[config.mk]
export PLATFORM = sky130hd
export DESIGN_NAME = searchable_record_fifo_top
export DESIGN_NICKNAME = d
export VERILOG_FILES = /design/src/srf_pkg.sv /design/src/searchable_record_fifo_top.sv /design/src/srf_ctrl.sv /design/src/srf_dp.sv
export SDC_FILE = /design/constraint.sdc
export NUM_CORES = 1
export LEC_CHECK = 0
export BUFFER_PORTS_ARGS = -buffer_cell sky130_fd_sc_hd__buf_2
export CORE_AREA = 4 4 366 368
export CTS_CLUSTER_SIZE = 40
export DETAILED_ROUTE_END_ITERATION = 16
export DIE_AREA = 0 0 370 372
export PLACE_DENSITY = 0.71
export SLEW_MARGIN = 5
export SYNTH_ARGS = -nofsm -noshare
export SYNTH_HDL_FRONTEND = slang
export SYNTH_SLANG_ARGS = --single-unit
[constraint.sdc]
create_clock -name clk_i -period 18.4 [get_ports clk_i]
set_input_delay 1.84 -clock clk_i [delete_from_list [all_inputs] [get_ports clk_i]]
set_output_delay 1.84 -clock clk_i [all_outputs]
set_load 0.005 [all_outputs]
[src/srf_pkg.sv]
// shared types and constants for the searchable record fifo
// command, status and state encodings, and the controller/datapath interface structs
// no dependencies
`timescale 1ns / 1ps

package srf_pkg;

  localparam int CMD_W            = 3;
  localparam int KEY_W            = 31;
  localparam int POS_W            = 4;
  localparam int STATUS_W         = 3;
  localparam int COUNT_W          = 5;
  localparam int DEPTH_DEF        = 16;
  localparam int PAYLOAD_BITS_DEF = 64;

  typedef enum logic [CMD_W-1:0] {
    CMD_ENQ      = 3'd0,
    CMD_DEQ      = 3'd1,
    CMD_PEEK     = 3'd2,
    CMD_READ_POS = 3'd3,
    CMD_FIND     = 3'd4
  } cmd_e;

  typedef enum logic [STATUS_W-1:0] {
    STAT_OK       = 3'd0,
    STAT_EMPTY    = 3'd1,
    STAT_FULL     = 3'd2,
    STAT_RANGE    = 3'd3,
    STAT_NOTFOUND = 3'd4
  } status_e;

  typedef enum logic [2:0] {
    S_IDLE,
    S_EXEC,
    S_READ,
    S_SEARCH,
    S_RESULT
  } state_e;

  typedef enum logic [1:0] {
    RD_HEAD,
    RD_POS,
    RD_SCAN
  } rd_sel_e;

  // controller to datapath
  typedef struct packed {
    logic             capture;
    logic             enq;
    logic             pop;
    logic             rd_en;
    rd_sel_e          rd_sel;
    logic             scan_next;
    logic             res_load;
    logic             res_data;
    status_e          res_status;
    logic             out_load;
  } srf_cmd_t;

  // datapath to controller
  typedef struct packed {
    logic [CMD_W-1:0] cmd;
    logic             full;
    logic             empty;
    logic             pos_bad;
    logic             match;
    logic             scan_done;
    logic             out_free;
  } srf_sts_t;

endpackage

[src/searchable_record_fifo_top.sv]
// flow from an accepted beat to out_valid_o: enqueue, no-op and every empty, full or out of
// range case go from decode straight to the result; dequeue, peek and read by position add
// a memory read; find reads and compares the held records in turn until a match or the end
// one command at a time: the next beat is taken once the result reaches the output
// register, and the wait grows while a result is stalled there
// reset: rst_ni clears the queue to empty and the output to not valid
`timescale 1ns / 1ps

module searchable_record_fifo_top #(
  parameter int DEPTH        = srf_pkg::DEPTH_DEF,
  parameter int PAYLOAD_BITS = srf_pkg::PAYLOAD_BITS_DEF
) (
  input  logic                          clk_i,
  input  logic                          rst_ni,
  input  logic                          in_valid_i,
  output logic                          in_stall_o,
  input  logic [srf_pkg::CMD_W-1:0]     command_i,
  input  logic [srf_pkg::KEY_W-1:0]     key_in_i,
  input  logic [PAYLOAD_BITS-1:0]       payload_in_i,
  input  logic [srf_pkg::POS_W-1:0]     position_i,
  output logic                          out_valid_o,
  input  logic                          out_stall_i,
  output logic [srf_pkg::STATUS_W-1:0]  status_o,
  output logic [srf_pkg::KEY_W-1:0]     key_out_o,
  output logic [PAYLOAD_BITS-1:0]       payload_out_o,
  output logic [srf_pkg::COUNT_W-1:0]   entry_count_o
);

  srf_pkg::srf_cmd_t ctrl_cmd;
  srf_pkg::srf_sts_t dp_sts;

  srf_ctrl u_ctrl (
    .clk_i      (clk_i),
    .rst_ni     (rst_ni),
    .in_valid_i (in_valid_i),
    .in_stall_o (in_stall_o),
    .sts_i      (dp_sts),
    .cmd_o      (ctrl_cmd)
  );

  srf_dp #(
    .DEPTH        (DEPTH),
    .PAYLOAD_BITS (PAYLOAD_BITS)
  ) u_dp (
    .clk_i         (clk_i),
    .rst_ni        (rst_ni),
    .command_i     (command_i),
    .key_in_i      (key_in_i),
    .payload_in_i  (payload_in_i),
    .position_i    (position_i),
    .out_stall_i   (out_stall_i),
    .out_valid_o   (out_valid_o),
    .status_o      (status_o),
    .key_out_o     (key_out_o),
    .payload_out_o (payload_out_o),
    .entry_count_o (entry_count_o),
    .cmd_i         (ctrl_cmd),
    .sts_o         (dp_sts)
  );

endmodule

[src/srf_ctrl.sv]
// controller state machine for the searchable record fifo
// sequences each command through decode, memory read, search and result hand-off; uses srf_pkg
`timescale 1ns / 1ps

module srf_ctrl (
  input  logic             clk_i,
  input  logic             rst_ni,
  input  logic             in_valid_i,
  output logic             in_stall_o,
  input  srf_pkg::srf_sts_t sts_i,
  output srf_pkg::srf_cmd_t cmd_o
);

  srf_pkg::state_e state_q, state_d;

  always_ff @(posedge clk_i or negedge rst_ni) begin
    if (!rst_ni) begin
      state_q <= srf_pkg::S_IDLE;
    end else begin
      state_q <= state_d;
    end
  end

  // next state
  always_comb begin
    state_d = state_q;
    unique case (state_q)
      srf_pkg::S_IDLE: begin
        if (in_valid_i) state_d = srf_pkg::S_EXEC;
      end
      srf_pkg::S_EXEC: begin
        unique case (sts_i.cmd)
          srf_pkg::CMD_DEQ, srf_pkg::CMD_PEEK: begin
            state_d = sts_i.empty ? srf_pkg::S_RESULT : srf_pkg::S_READ;
          end
          srf_pkg::CMD_READ_POS: begin
            state_d = sts_i.pos_bad ? srf_pkg::S_RESULT : srf_pkg::S_READ;
          end
          srf_pkg::CMD_FIND: begin
            state_d = sts_i.empty ? srf_pkg::S_RESULT : srf_pkg::S_SEARCH;
          end
          default: state_d = srf_pkg::S_RESULT;
        endcase
      end
      srf_pkg::S_READ: state_d = srf_pkg::S_RESULT;
      srf_pkg::S_SEARCH: begin
        if (sts_i.match || sts_i.scan_done) state_d = srf_pkg::S_RESULT;
      end
      srf_pkg::S_RESULT: begin
        if (sts_i.out_free) state_d = srf_pkg::S_IDLE;
      end
      default: state_d = srf_pkg::S_IDLE;
    endcase
  end

  // outputs
  always_comb begin
    cmd_o      = '0;
    in_stall_o = (state_q != srf_pkg::S_IDLE);
    unique case (state_q)
      srf_pkg::S_IDLE: begin
        cmd_o.capture = in_valid_i;
      end
      srf_pkg::S_EXEC: begin
        unique case (sts_i.cmd)
          srf_pkg::CMD_ENQ: begin
            cmd_o.res_load   = 1'b1;
            cmd_o.enq        = !sts_i.full;
            cmd_o.res_status = sts_i.full ? srf_pkg::STAT_FULL : srf_pkg::STAT_OK;
          end
          srf_pkg::CMD_DEQ, srf_pkg::CMD_PEEK: begin
            cmd_o.res_load   = sts_i.empty;
            cmd_o.res_status = srf_pkg::STAT_EMPTY;
            cmd_o.rd_en      = !sts_i.empty;
            cmd_o.rd_sel     = srf_pkg::RD_HEAD;
          end
          srf_pkg::CMD_READ_POS: begin
            cmd_o.res_load   = sts_i.pos_bad;
            cmd_o.res_status = srf_pkg::STAT_RANGE;
            cmd_o.rd_en      = !sts_i.pos_bad;
            cmd_o.rd_sel     = srf_pkg::RD_POS;
          end
          srf_pkg::CMD_FIND: begin
            cmd_o.res_load   = sts_i.empty;
            cmd_o.res_status = srf_pkg::STAT_NOTFOUND;
            cmd_o.rd_en      = !sts_i.empty;
            cmd_o.rd_sel     = srf_pkg::RD_SCAN;
            cmd_o.scan_next  = !sts_i.empty;
          end
          default: begin
            // unused codes: no operation
            cmd_o.res_load   = 1'b1;
            cmd_o.res_status = srf_pkg::STAT_OK;
          end
        endcase
      end
      srf_pkg::S_READ: begin
        cmd_o.res_load   = 1'b1;
        cmd_o.res_data   = 1'b1;
        cmd_o.res_status = srf_pkg::STAT_OK;
        cmd_o.pop        = (sts_i.cmd == srf_pkg::CMD_DEQ);
      end
      srf_pkg::S_SEARCH: begin
        priority if (sts_i.match) begin
          cmd_o.res_load   = 1'b1;
          cmd_o.res_data   = 1'b1;
          cmd_o.res_status = srf_pkg::STAT_OK;
        end else if (sts_i.scan_done) begin
          cmd_o.res_load   = 1'b1;
          cmd_o.res_status = srf_pkg::STAT_NOTFOUND;
        end else begin
          cmd_o.rd_en     = 1'b1;
          cmd_o.rd_sel    = srf_pkg::RD_SCAN;
          cmd_o.scan_next = 1'b1;
        end
      end
      srf_pkg::S_RESULT: begin
        cmd_o.out_load = sts_i.out_free;
      end
      default: ;
    endcase
  end

  a_no_enq_when_full: assert property (@(posedge clk_i) disable iff (!rst_ni)
    cmd_o.enq |-> !sts_i.full)
    else $error("record written into a full queue");

  a_no_pop_when_empty: assert property (@(posedge clk_i) disable iff (!rst_ni)
    cmd_o.pop |-> !sts_i.empty)
    else $error("pop from an empty queue");

  a_result_follows_load: assert property (@(posedge clk_i) disable iff (!rst_ni)
    (cmd_o.res_load && state_q != srf_pkg::S_RESULT) |=> state_q == srf_pkg::S_RESULT)
    else $error("result loaded without moving to hand-off");

endmodule

[src/srf_dp.sv]
// datapath for the searchable record fifo: record memory, ring pointers, search
// scan and the output register; driven by srf_ctrl through srf_pkg structs
`timescale 1ns / 1ps

module srf_dp #(
  parameter int DEPTH        = srf_pkg::DEPTH_DEF,
  parameter int PAYLOAD_BITS = srf_pkg::PAYLOAD_BITS_DEF
) (
  input  logic                          clk_i,
  input  logic                          rst_ni,
  input  logic [srf_pkg::CMD_W-1:0]     command_i,
  input  logic [srf_pkg::KEY_W-1:0]     key_in_i,
  input  logic [PAYLOAD_BITS-1:0]       payload_in_i,
  input  logic [srf_pkg::POS_W-1:0]     position_i,
  input  logic                          out_stall_i,
  output logic                          out_valid_o,
  output logic [srf_pkg::STATUS_W-1:0]  status_o,
  output logic [srf_pkg::KEY_W-1:0]     key_out_o,
  output logic [PAYLOAD_BITS-1:0]       payload_out_o,
  output logic [srf_pkg::COUNT_W-1:0]   entry_count_o,
  input  srf_pkg::srf_cmd_t             cmd_i,
  output srf_pkg::srf_sts_t             sts_o
);

  localparam int AW     = (DEPTH > 1) ? $clog2(DEPTH) : 1;
  localparam int CW     = $clog2(DEPTH + 1);
  localparam int PW     = srf_pkg::POS_W;
  localparam int CMPW   = (CW > PW) ? CW : PW;
  localparam int KW     = srf_pkg::KEY_W;
  localparam int CountW = srf_pkg::COUNT_W;
  localparam logic [AW:0]   DepthA = (AW + 1)'(DEPTH);
  localparam logic [CW-1:0] DepthC = CW'(DEPTH);
  localparam logic [AW-1:0] LastSlot = AW'(DEPTH - 1);

  // latched command beat
  logic [srf_pkg::CMD_W-1:0] cmd_q;
  logic [KW-1:0]             key_q;
  logic [PAYLOAD_BITS-1:0]   pay_q;
  logic [PW-1:0]             pos_q;

  // ring state
  logic [AW-1:0] head_q, head_d;
  logic [CW-1:0] count_q, count_d;
  logic [CW-1:0] scan_q, scan_d;

  // record memory
  logic [KW-1:0]           key_mem [DEPTH];
  logic [PAYLOAD_BITS-1:0] pay_mem [DEPTH];
  logic [KW-1:0]           rd_key_q;
  logic [PAYLOAD_BITS-1:0] rd_pay_q;

  // result and output registers
  srf_pkg::status_e        res_status_q;
  logic [KW-1:0]           res_key_q;
  logic [PAYLOAD_BITS-1:0] res_pay_q;
  logic                    out_valid_q;
  logic [srf_pkg::STATUS_W-1:0] out_status_q;
  logic [KW-1:0]           out_key_q;
  logic [PAYLOAD_BITS-1:0] out_pay_q;
  logic [CountW-1:0]       out_count_q;

  logic [CMPW-1:0] pos_ext;
  logic [AW-1:0]   rd_off;
  logic [AW:0]     rd_sum, wr_sum;
  logic [AW-1:0]   rd_slot, wr_slot;

  assign pos_ext = CMPW'(pos_q);

  always_comb begin
    unique case (cmd_i.rd_sel)
      srf_pkg::RD_HEAD: rd_off = '0;
      srf_pkg::RD_POS:  rd_off = pos_ext[AW-1:0];
      srf_pkg::RD_SCAN: rd_off = scan_q[AW-1:0];
      default:          rd_off = '0;
    endcase
  end

  // ring slot = head + offset, wrapped at the depth
  assign rd_sum  = {1'b0, head_q} + {1'b0, rd_off};
  assign rd_slot = (rd_sum >= DepthA) ? AW'(rd_sum - DepthA) : rd_sum[AW-1:0];
  assign wr_sum  = {1'b0, head_q} + {1'b0, count_q[AW-1:0]};
  assign wr_slot = (wr_sum >= DepthA) ? AW'(wr_sum - DepthA) : wr_sum[AW-1:0];

  always_comb begin
    head_d  = head_q;
    count_d = count_q;
    scan_d  = scan_q;
    if (cmd_i.enq) count_d = count_q + CW'(1);
    if (cmd_i.pop) begin
      count_d = count_q - CW'(1);
      head_d  = (head_q == LastSlot) ? '0 : head_q + AW'(1);
    end
    if (cmd_i.capture) scan_d = '0;
    else if (cmd_i.scan_next) scan_d = scan_q + CW'(1);
  end

  always_ff @(posedge clk_i or negedge rst_ni) begin
    if (!rst_ni) begin
      head_q      <= '0;
      count_q     <= '0;
      scan_q      <= '0;
      cmd_q       <= '0;
      out_valid_q <= 1'b0;
    end else begin
      head_q  <= head_d;
      count_q <= count_d;
      scan_q  <= scan_d;
      if (cmd_i.capture) cmd_q <= command_i;
      if (cmd_i.out_load) out_valid_q <= 1'b1;
      else if (!out_stall_i) out_valid_q <= 1'b0;
    end
  end

  always_ff @(posedge clk_i) begin
    if (cmd_i.capture) begin
      key_q <= key_in_i;
      pay_q <= payload_in_i;
      pos_q <= position_i;
    end
    if (cmd_i.res_load) begin
      res_status_q <= cmd_i.res_status;
      res_key_q    <= cmd_i.res_data ? rd_key_q : '0;
      res_pay_q    <= cmd_i.res_data ? rd_pay_q : '0;
    end
    if (cmd_i.out_load) begin
      out_status_q <= res_status_q;
      out_key_q    <= res_key_q;
      out_pay_q    <= res_pay_q;
      out_count_q  <= CountW'(count_q);
    end
  end

  // record memory, one write and one registered read port
  always_ff @(posedge clk_i) begin
    if (cmd_i.enq) begin
      key_mem[wr_slot] <= key_q;
      pay_mem[wr_slot] <= pay_q;
    end
    if (cmd_i.rd_en) begin
      rd_key_q <= key_mem[rd_slot];
      rd_pay_q <= pay_mem[rd_slot];
    end
  end

  assign sts_o.cmd       = cmd_q;
  assign sts_o.full      = (count_q == DepthC);
  assign sts_o.empty     = (count_q == '0);
  assign sts_o.pos_bad   = (pos_ext >= CMPW'(count_q));
  assign sts_o.match     = (rd_key_q == key_q);
  // every held record has been compared
  assign sts_o.scan_done = (scan_q == count_q);
  assign sts_o.out_free  = !out_valid_q || !out_stall_i;

  assign out_valid_o   = out_valid_q;
  assign status_o      = out_status_q;
  assign key_out_o     = out_key_q;
  assign payload_out_o = out_pay_q;
  assign entry_count_o = out_count_q;

  a_count_bound: assert property (@(posedge clk_i) disable iff (!rst_ni)
    count_q <= DepthC)
    else $error("record count beyond depth");

  a_enq_counts: assert property (@(posedge clk_i) disable iff (!rst_ni)
    cmd_i.enq |=> count_q == $past(count_q) + CW'(1))
    else $error("enqueue did not advance the count");

  a_scan_in_range: assert property (@(posedge clk_i) disable iff (!rst_ni)
    (cmd_i.rd_en && cmd_i.rd_sel == srf_pkg::RD_SCAN) |-> scan_q < count_q)
    else $error("search read past the held records");

endmodule
* Word-level counts from Yosys, hierarchy flattened *
Memory sizes are Yosys's and may differ from the RTL's. A register that Yosys moved wholly into a read port is not among the register bits.
Index checks and enable logic that the tools add are counted.
Widths: inputs -> output; s select.

cells by class
  add/sub/neg operators = 8
  $mul = 0
  div/mod/pow operators = 0
  $lt $le $gt $ge = 3
  eq/ne operators = 18
  shifts and indexed selects = 0
  multiplexer cells = 41
  bitwise gates (word level) = 0
  reductions and logical operators = 16

operators by type and width
  cell                 number
  $eq 31x31->1         1
  $mux 3               8
  $mux 4               5
  $mux 5               4
  $pmux 3 s3           2
  $pmux 4 s2           2
  $pmux 3 s5           1
  $mux 1               13
  $eq 3x2->1 const B   4
  $pmux 3 s4           1
  $add 4x4->5          2
  $add 5x1->5 const B  2
  $ge 5x5->1 const B   2
  $sub 4x1->4 const B  2
  $eq 3x1->1 const B   2
  $eq 3x3->1 const B   2
  $logic_not 3->1      2
  $ne 2x1->1 const B   3
  $pmux 3 s2           1
  $eq 5x5->1           1
  $eq 5x5->1 const B   1
  $ge 4x5->1           1
  $logic_not 1->1      5
  $logic_not 5->1      1
  15 further kinds     18

storage, ports and cells
  register bits = 321
  latch bits = 0
  RAM bits = 1,520
  ROM bits = 0
  input bits = 106
  output and inout port bits = 105
  word-level logic and storage cells = 104
  memories kept = 2

memory list
  memory        words  width  read ports  clocked after memory_dff  write ports  RTL line      RTL
  u_dp.pay_mem  16     64     1           1                         1            srf_dp.sv:48  logic [PAYLOAD_BITS-1:0] pay_mem [DEPTH];
  u_dp.key_mem  16     31     1           1                         1            srf_dp.sv:47  logic [KW-1:0] key_mem [DEPTH];

* Logic depth before layout (Yosys ltp) *
  depth after elaboration = 9
  depth in mapped cells = 17

* Cells and area by module *
A second synthesis with hierarchy kept.

second synthesis, totals
  cells, all modules = 3,047
  area, all modules = 72,381.9 sq um

modules (own cells, without submodules)
  module    times used  cells an instance  area an instance (sq um)  sequential area each (sq um)
  srf_dp    1           2,999              72,027.8                  57,955.6
  srf_ctrl  1           48                 354.1                     75.1

* Least setup slack after synthesis *
No wires, ideal clock.

  path kind = register to register
  start = register u_dp.count_q[0]
  end = register u_dp.rd_key_q[0] (read register of u_dp.key_mem), enable pin
  arrival time = 8,022 ps
  data required time = 17,720 ps
  slack = 9,699 ps
  stages on the path, launching flop included = 8
  clock period less this slack = 8,701 ps
  path through = dfrtp_1 ha_1 nand2b_1 a21oi_1 nor2b_1 o21ai_0 a22oi_1 o21ai_0

RTL lines
  item                      RTL line       RTL
  start: declaration        srf_dp.sv:43   logic [CW-1:0] count_q, count_d;
  start signal: assignment  srf_dp.sv:106  count_q <= count_d;
  end: declaration          srf_dp.sv:49   logic [KW-1:0] rd_key_q;

* Worst setup path after layout *
  start = register u_dp.key_q[29]
  end = register u_dp.rd_pay_q[51] (read register of u_dp.pay_mem), data pin

on the way
  word-level cells in the longest chain between the ends = 8
  elaborated cells on any way between the ends = 10
  classes of those cells = add/sub: 2; order compare: 1; eq/ne: 3; mux: 4

ends and longest elaborated chain
  item                                              RTL line         RTL
  start: declaration                                srf_dp.sv:37     logic [KW-1:0] key_q;
  start signal: assignment                          srf_dp.sv:116    key_q <= key_in_i;
  $eq 31x31->1 (*)                                  srf_dp.sv:149    assign sts_o.match = (rd_key_q == key_q);
  $mux 4 (*)                                        srf_ctrl.sv:104  priority if (sts_i.match) begin
  $pmux 4 s2 (*)                                    srf_ctrl.sv:60   unique case (state_q)
  $eq 2x2->1 / $eq 2x1->1 (equally long branches)   srf_dp.sv:70     unique case (cmd_i.rd_sel)
  $pmux 4 s2                                        srf_dp.sv:70
  $add 4x4->5                                       srf_dp.sv:79     assign rd_sum = {1'b0, head_q} + {1'b0, rd_off};
  $sub 4x1->4 / $ge 5x5->1 (equally long branches)  srf_dp.sv:80     assign rd_slot = (rd_sum >= DepthA) ? AW'(rd_sum - DepthA) : rd_sum[AW-1:0];
  $mux 4                                            srf_dp.sv:80
  end: declaration                                  srf_dp.sv:50     logic [PAYLOAD_BITS-1:0] rd_pay_q;

Every way passes the cells marked *; elsewhere a longest branch is shown, timed or not.
A chain may end at the register's enable or synchronous reset.

==> metrics.txt <==
setup ws final 10,230 ps; Die Span X 370 um; worst path required time 18,930 ps; beginning of the critical path u_dp.key_q[29]$_DFFE_PP_; Post-CTS Hold Fix Bufs 0; peak supply drop 0.0960 mV; xor/xnor share of the synthesized area 0.613%; Worst R2R Path Depth 15; synth cell count leaders edfxtp_1, mux4_2, and2_1; Seq/Total Area, Yosys 81.3%; cell taking the most area after synthesis edfxtp_1; Post-Synthesis Cells 2,853; Syn Std Cell Area 71,400 um2; Worst-path clk slew 60 ps; CTS Buffer Depth 3; vias in the first global route 32,900; FP Rows 133; Final Hold Viols 0; Clock Latency Late Sink 810 ps; worst r2r src u_dp.key_q[29]$_DFFE_PP_; Setup WS pre-CTS 10,230 ps; kind of critical path flop to flop; die span in y 372 um; TritonCTS clock tree done; Area Overhead vs Synth 13.0%; First DRT Iteration DRCs 4,331; fill count 8,666; TNS Setup 0 ps; hpwl dp 79,000 um; Arrival @ worst endpoint 8700 ps; core footprint 131,000 um2; post-synthesis mux area share 15.1%; Area after DPL 74,900 um2; vias per std cell 6.23; post-synthesis register bit count 1,936; # Post-CTS Setup Buffers 0; RSZ-0062 raised after global routing no; Post-Synth Adder-Cell Area 0.382%; Initial Util 54.6%; Worst setup SP type flop; GPL Wtd Cong 0.763; total power 11,100 uW; CTS Buf Count 187; R2R setup slack 10,230 ps; pin count of the biggest net entering global routing 173; Final Setup Violations 0; fin crit period 8170 ps; total grt overflow 0; IO Port Bufs 210; Synth area leaders edfxtp_1, mux4_2, and2_1, dfrtp_1, xnor2_1; first-pass GRT wire length 232,000 um; initial antenna violation count 5; max_cap viols 0; Lkg Pwr 0.0251 uW; Worst Max-Slew Pin Slew 1180 ps; EDFF count, synth 1,915; largest family of logic cells by synthesized area multiplexers; final wirelength 161,000 um; fmax 0.122 GHz; worst hold path class flop to flop; Vias 31,900; Final Cell Area 80,700 um2; FF-to-FF End u_dp.rd_pay_q[51]$_DFFE_PP_; pwr dens 137 nW/um2; register area 58,000 um2; nets 3,324; antenna viol nets, final 0; post-CTS sizing 0; Clock Sinks 1,936; Total GRT Usage 23.7%; number of synthesis warnings 0; Final Max Tran Viols 0; Synth Area in Compound Gates 0.407%; H-tree depth 4; syn avg cell area 25.0 um2; area of the multi-input gates 13,000 um2; syn nets 2,979; die footprint 138,000 um2; Final Skew 31.7 ps; Pre-antenna DRT Iters 5; status completed; clk root buf clkbuf_16; Critical Path Fanout Max 48; Netlist cell types 43; Post-synth top flop edfxtp_1; Setup crit end u_dp.rd_pay_q[51]$_DFFE_PP_; simple-gate share of the synthesized area 1.51%; top-area cell type share of the netlist area 80.5%; CP Capture Type flop; asr flop ratio synth 1.08%; most common cell in the netlist edfxtp_1; Tcrit/Tclk final 44.4%; worst hold slack 413 ps; drt wl/cell 31.4 um; Slew headroom 21.4%; DR DRC count 0; share of cells above drive strength 1 31.0%; I/O pin cnt 211
-- metrics by stage --
stage,std cells,utilization [%]
2_1_floorplan,2853,-
5_1_grt,5109,61.7
3_5_place_dp,4764,57.3
3_3_place_gp,4764,57.3
6_report,5112,61.7
4_1_cts,5109,61.7
-- layer usage --
layer	wire [um]	GRT usage, %	part of all wire [%]	vias up
li1	-	-	-	12900
met1	61900	33.2	39	17000
met2	80000	38.5	50	1766
met3	15300	5.51	9.5	241
met4	3530	6.17	2.2	2
met5	7	0	0.0044	-
-- state kept, by name, indices dropped and copies added, names as in the netlist --
| signal | cells |
|---|---|
| u_dp.pay_mem | 1024 |
| u_dp.rd_pay_q | 64 |
| u_ctrl.state_q | 3 |
| u_dp.key_mem | 496 |
| u_dp.res_pay_q | 64 |
| u_dp.rd_key_q | 31 |
| u_dp.head_q | 4 |
| u_dp.status_o | 3 |
| u_dp.payload_out_o | 64 |
| u_dp.key_out_o | 31 |
| u_dp.res_key_q | 31 |
| u_dp.res_status_q | 3 |
| u_dp.count_q | 5 |
| u_dp.pay_q | 64 |
| u_dp.out_valid_o | 1 |
| u_dp.key_q | 31 |
| u_dp.cmd_q | 3 |
| u_dp.entry_count_o | 5 |
| u_dp.pos_q | 4 |
| u_dp.scan_q | 5 |
-- how the worst min path moves through the flow --
stage / from / endpoint / slack [ps] / cells after the start
final: u_dp.res_key_q[21]$_SDFFCE_PN0P_ / u_dp.key_out_o[21]$_DFFE_PP_ / 410 / 0
after global routing: u_dp.res_pay_q[56]$_SDFFCE_PN0P_ / u_dp.payload_out_o[56]$_DFFE_PP_ / 420 / 0
after CTS: u_dp.res_key_q[21]$_SDFFCE_PN0P_ / u_dp.key_out_o[21]$_DFFE_PP_ / 410 / 0
after detailed placement: u_dp.res_key_q[17]$_SDFFCE_PN0P_ / u_dp.key_out_o[17]$_DFFE_PP_ / 400 / 0
after global placement: u_dp.res_pay_q[52]$_SDFFCE_PN0P_ / u_dp.payload_out_o[52]$_DFFE_PP_ / 400 / 0
after floorplan: u_dp.res_key_q[0]$_SDFFCE_PN0P_ / u_dp.key_out_o[0]$_DFFE_PP_ / 400 / 0
-- cells by family (layout without fill, tap and decap cells) --
logic type / Yosys count / count (layout)
flops: 1936 / 1936
mux: 481 / 481
simple gates: 192 / 192
buf+inv: 129 / 630
xor+xnor: 50 / 50
compound gates: 45 / 45
fa+ha+maj: 20 / 20
other cells: 0 / 3
-- power by group --
| part | internal (uW) | leakage, uW | switching, uW |
|---|---|---|---|
| sequential | 5540 | 0.0176 | 323 |
| clock | 2040 | 0.00283 | 1590 |
| combinational | 704 | 0.00467 | 873 |
| total | 8290 | 0.0251 | 2790 |
-- layout make-up --
type / count / area share [%]
Sequential cell: 1936 / 71.9
Multi-Input combinational cell: 788 / 16.2
Clock buffer: 232 / 6.11
Tap cell: 1755 / 2.72
Timing Repair Buffer: 272 / 1.94
Clock inverter: 113 / 1.07
Inverter: 13 / 0.0667
Antenna cell: 3 / 0.00930
-- placed cells by master, fill, tap and decap left out, drive strengths merged, types with 14 or more instances in the layout --
master	instances
nor2	33
dfrtp	21
and2	95
ha	17
clkinv	86
o21ai	14
xnor2	44
clkbuf	232
inv	22
edfxtp	1915
mux4	475
nand2	20
buf	272
-- critical path, cell delays in order (launching register included) --
cell,delay [ps]
edfxtp_1,590
xnor2_1,540
nand4_1,290
nor4_1,800
a211oi_1,340
nor2_1,240
inv_1,80
ha_1,240
a22oi_1,190
nor2_1,100
ha_4,740
buf_4,860
buf_4,750
buf_4,880
mux4_2,650
mux4_2,470
(Power assumes the default switching activity.)
